`config.mk`:
```
export PLATFORM = sky130hd
export DESIGN_NAME = hkc_mul
export DESIGN_NICKNAME = d
export VERILOG_FILES = /design/src/hkc_pkg.sv /design/src/hkc_mul.sv
export SDC_FILE = /design/constraint.sdc
export NUM_CORES = 1
export LEC_CHECK = 0
export BUFFER_PORTS_ARGS = -buffer_cell sky130_fd_sc_hd__buf_4
export CORE_MARGIN = 5
export CORE_UTILIZATION = 35
export CTS_CLUSTER_DIAMETER = 40
export CTS_CLUSTER_SIZE = 10
export DETAILED_ROUTE_END_ITERATION = 10
export MAX_ROUTING_LAYER = met4
export PLACE_DENSITY = 0.5
export SLEW_MARGIN = 30
export SYNTH_ARGS = -nofsm -noshare
export SYNTH_HDL_FRONTEND = slang
export SYNTH_SLANG_ARGS = --single-unit
```
`constraint.sdc`:
```
create_clock -name clock -period 15.23 [get_ports clock]
set_input_delay 0 -clock clock [delete_from_list [all_inputs] [get_ports clock]]
set_output_delay 0 -clock clock [all_outputs]
set_load 0.02 [all_outputs]
```
`src/hkc_pkg.sv`:
```
// shared types, constants and tables for the hls knn color cost block
package hkc_pkg;

   // field widths
   localparam int MODE_W      = 2;
   localparam int HUE_W       = 8;
   localparam int LUM_W       = 8;
   localparam int SAT_W       = 8;
   localparam int COST_W      = 7;
   localparam int NC_W        = 4;
   localparam int TOL_W       = 7;
   localparam int CSR_INDEX_W = 1;
   localparam int CSR_DATA_W  = 7;

   // default sizes
   localparam int DEF_MAX_SAMPLES    = 128;
   localparam int DEF_MAX_NEIGHBOURS = 8;

   // item modes
   typedef enum logic [MODE_W-1:0] {
      MODE_CLEAR  = 2'd0,
      MODE_APPEND = 2'd1,
      MODE_QUERY  = 2'd2
   } mode_type;

   // configuration register indexes
   typedef enum logic [CSR_INDEX_W-1:0] {
      CSR_NEIGHBOUR_COUNT = 1'd0,
      CSR_KEEP_TOLERANCE  = 1'd1
   } csr_index_type;

   // one stored colour sample
   typedef struct packed {
      logic [HUE_W-1:0] hue;
      logic [LUM_W-1:0] lightness;
      logic [SAT_W-1:0] saturation;
   } sample_type;

   // register reset values
   localparam logic [NC_W-1:0]  NC_RESET  = 4'd1;
   localparam logic [TOL_W-1:0] TOL_RESET = 7'd7;

   // colour distance constants
   localparam logic [COST_W-1:0] SCORE_MAX   = 7'd90;
   localparam logic [HUE_W-1:0]  HUE_WRAP    = 8'd180;
   localparam logic [HUE_W-1:0]  HUE_HALF    = 8'd90;
   localparam logic [HUE_W-1:0]  HUE_NORM    = 8'd30;
   localparam logic [SAT_W-1:0]  FULL        = 8'd255;
   localparam logic [8:0]        SAT_SUM_MAX = 9'd510;

   // datapath widths of the score terms
   localparam int HD_W   = 5;
   localparam int SSUM_W = 9;
   localparam int H2_W   = 18;
   localparam int N3_W   = 26;

   // shared multiplier
   localparam int MUL_A_W = 26;
   localparam int MUL_B_W = 21;
   localparam int MUL_P_W = MUL_A_W + MUL_B_W;

   // score = floor(n3 / SCORE_DIV), done as reciprocal multiply plus one fix-up
   localparam logic [19:0] SCORE_DIV   = 20'd736950;
   localparam int          SCORE_SHIFT = 40;
   localparam logic [MUL_B_W-1:0] SCORE_RECIP =
      MUL_B_W'((64'd1 << SCORE_SHIFT) / 64'(SCORE_DIV));

   // ceil(2^16 / k) for k = 1..16, exact floor division for sums up to 90*k
   localparam int AVG_SHIFT   = 16;
   localparam int AVG_RECIP_W = 17;
   localparam logic [AVG_RECIP_W-1:0] AVG_RECIP [16] = '{
      17'd65536, 17'd32768, 17'd21846, 17'd16384,
      17'd13108, 17'd10923, 17'd9363,  17'd8192,
      17'd7282,  17'd6554,  17'd5958,  17'd5462,
      17'd5042,  17'd4682,  17'd4370,  17'd4096
   };

endpackage

```
`src/hkc_mul.sv`:
```
// shared registered multiplier for the score and averaging steps
module hkc_mul
   import hkc_pkg::*;
(
   input  logic               clock,
   input  logic [MUL_A_W-1:0] op_a,
   input  logic [MUL_B_W-1:0] op_b,
   output logic [MUL_P_W-1:0] prod
);

   logic [MUL_P_W-1:0] prod_ff;
   logic [MUL_P_W-1:0] prod_in;

   // full-width product, registered
   assign prod_in = MUL_P_W'(op_a) * MUL_P_W'(op_b);

   always_ff @(posedge clock) begin
      prod_ff <= prod_in;
   end

   assign prod = prod_ff;

endmodule

```
==> results.yml <==
outcome:
  outcome: "finished, final reports clean"
logic_synthesis:
  synth_seq_cells: 47
  synth_warnings: 0
  yosysTopAreaCell: "fa_1"
  synth_edf_count: 0
  synth_top_area_share_pct: 48.1
  ys_types: 52
  mappedNetlistArea_sq_um: 18900
  ys_async_sr_fraction_pct: 0
  synth_common_cells: "inv_1 (491), fa_1 (453), and2_1 (300), nand2_1 (277), ha_1 (157)"
  synth.most_common_cell: "inv_1"
  synth.area.top_cells: "fa_1 (48%), ha_1 (10%), and2_1 (10%), inv_1 (9.8%), nand2_1 (5.5%)"
  ys.flop_type: "dfxtp_1"
  syn_nets: 2754
  syn_inst: 2096
  yosysSeqAreaShare_pct: 4.99
  postSynthAreaPerCell_sq_um: 9.00
global_route:
  grt_max_degree: 27
  grt_pass1_wl_um: 83300
  antenna_found_initial: 0
  grt-ovfl-total: 0
  grt_usage_pct: 18.1
  first_global_vias: 15200
clock_tree:
  cts-root-buf: "clkbuf_16"
  cts_tree: "built"
  clk_pin_slew_worst_paths_ps: 80
  htree_levels: 2
  clock-sinks: 47
  cts_buffer_depth: 2
  ctsHoldBuffers: 0
  cts_buffers: 5
  postCtsSetupBuffers: 0
  ctsResizeCount: 0
final_layout:
  largest_reg_flops: 47
  syn_to_final_growth_pct: 7.01
  drive_above_1_share_pct: 5.45
  nets: 2748
  stdcell_area_sq_um: 20200
placed_design:
  postPlaceCellArea_sq_um: 20000
  dpl.hpwl_um: 42300
  place_congestion: 0.846
  port_buffers: 94
die:
  die_y_um: 242
  die_w_um: 242
  num_io_pins: 95
  fp-row-count: 85
  start_util_pct: 35.2
  coreArea_sq_um: 53600
  die_area_sq_um: 58600
setup_path:
  crit_type: "input port to register"
  crit_arrival_ps: 6420
  crit_path_end_kind: "register"
  cpMostUsedCell: "fa_1"
  worstPathRequired_ps: 15420
  slowest_delay_ps: 540
  path_max_fanout: 26
  slowest_stage: "fa_1"
  critPathLaunchType: "input port"
sta:
  hold_ws_ps: 117
  min_period_ps: 6230
  tns_ps: 0
  worst_slew_margin_rel_pct: 54.4
  hold_viol: 0
  setup_violations: 0
  max_freq_mhz: 160
  slew_viol_final: 0
  rsz0062_at_grt: "no"
  finalCritPeriodShare_pct: 40.9
  worst_pin_slew_ps: 678
detailed_routing:
  vias: 13400
  first_iter_violations: 506
  first_pass_iters: 4
  wire_per_inst_um: 18.1
  detail-route-antenna-nets: 0
  viasPerCell: 4.82
  drc: 0
  drt-total-wl_um: 50400
hold_path:
  min_to: "prod[0]$_DFF_P_"
  whs_path_depth: 2
  min-delay-start: "op_b[0]"
  hold_path_class: "input port to register"
flow_run:
  cap_violations: 0
## critical path, delay by kind of cell
family                   cells  cell delay (ps)
AO/OA/AOI/OAI                8             1690
XOR/XNOR                     1              150
adder cells (fa/ha/maj)      8             3840
buffers and inverters        7              520
AND/OR/NAND/NOR              1              210
## how the worst max path moves through the flow
stage	endpoint	from	cells after the start
global placement	prod[38]$_DFF_P_	op_b[3]	25
CTS	prod[38]$_DFF_P_	op_b[3]	25
detailed placement	prod[38]$_DFF_P_	op_b[3]	25
finish	prod[38]$_DFF_P_	op_b[3]	25
global route	prod[38]$_DFF_P_	op_b[3]	25
floorplan	prod[44]$_DFF_P_	op_b[6]	24
## logic make-up (layout without fill, tap and decap cells)
logic type,after synthesis,after routing,share of synthesized area (%)
adder cells (fa/ha/maj),610,610,58.5
other,0,1,0
buffers and inverters,599,594,11.9
flip-flops,47,47,4.99
AND/OR/NAND/NOR,652,652,17.5
AO/OA/AOI/OAI,143,143,4.94
XOR/XNOR,45,45,2.09
## stage by stage
| step | util, % | instances | setup slack (ps) |
|---|---|---|---|
| floorplan | - | 2096 | 9270 |
| finish | 37.6 | 2788 | 9000 |
| detailed placement | 37.4 | 2779 | 8700 |
| CTS | 37.6 | 2787 | 9000 |
| global placement | 37.4 | 2779 | 8780 |
| global route | 37.6 | 2787 | 8570 |
## routing by layer
layer	track usage [%]	vias to the layer above	routed length, um
met4	2.55	0	717
met1	21.9	7089	20200
met5	-	-	0
met3	1.79	42	1600
li1	-	6090	-
met2	33.7	228	27900
## cell type report
type / instances / area [sq um]
antenna: 1 / 2.50
clock buffer: 5 / 125
clock inverter: 3 / 22.5
fill: 5574 / 33400
inverter: 492 / 1850
multi-input combinational: 1450 / 15700
sequential: 47 / 941
tap: 696 / 871
timing repair buffer: 94 / 706
## cells in the final DEF (no fill, tap or decap), types with 3 or more instances in the layout
cell,n
a211o_1,3
a211oi_1,4
a21o_1,20
a21oi_1,51
a31oi_1,4
and2_1,300
and3_1,3
buf_4,94
clkbuf_16,5
dfxtp_1,47
fa_1,453
ha_1,157
inv_1,491
nand2_1,277
nand2b_1,3
nand3_1,9
nand4_1,9
nor2_1,29
nor3_1,8
o211ai_1,5
o21a_1,3
o21ai_0,16
o21ai_1,11
o21bai_1,7
xnor2_1,32
xor2_1,13
Power is left out: the tool's default activity adds up to more than one toggle a clock period on the data nets, which glitch-free logic cannot reach.
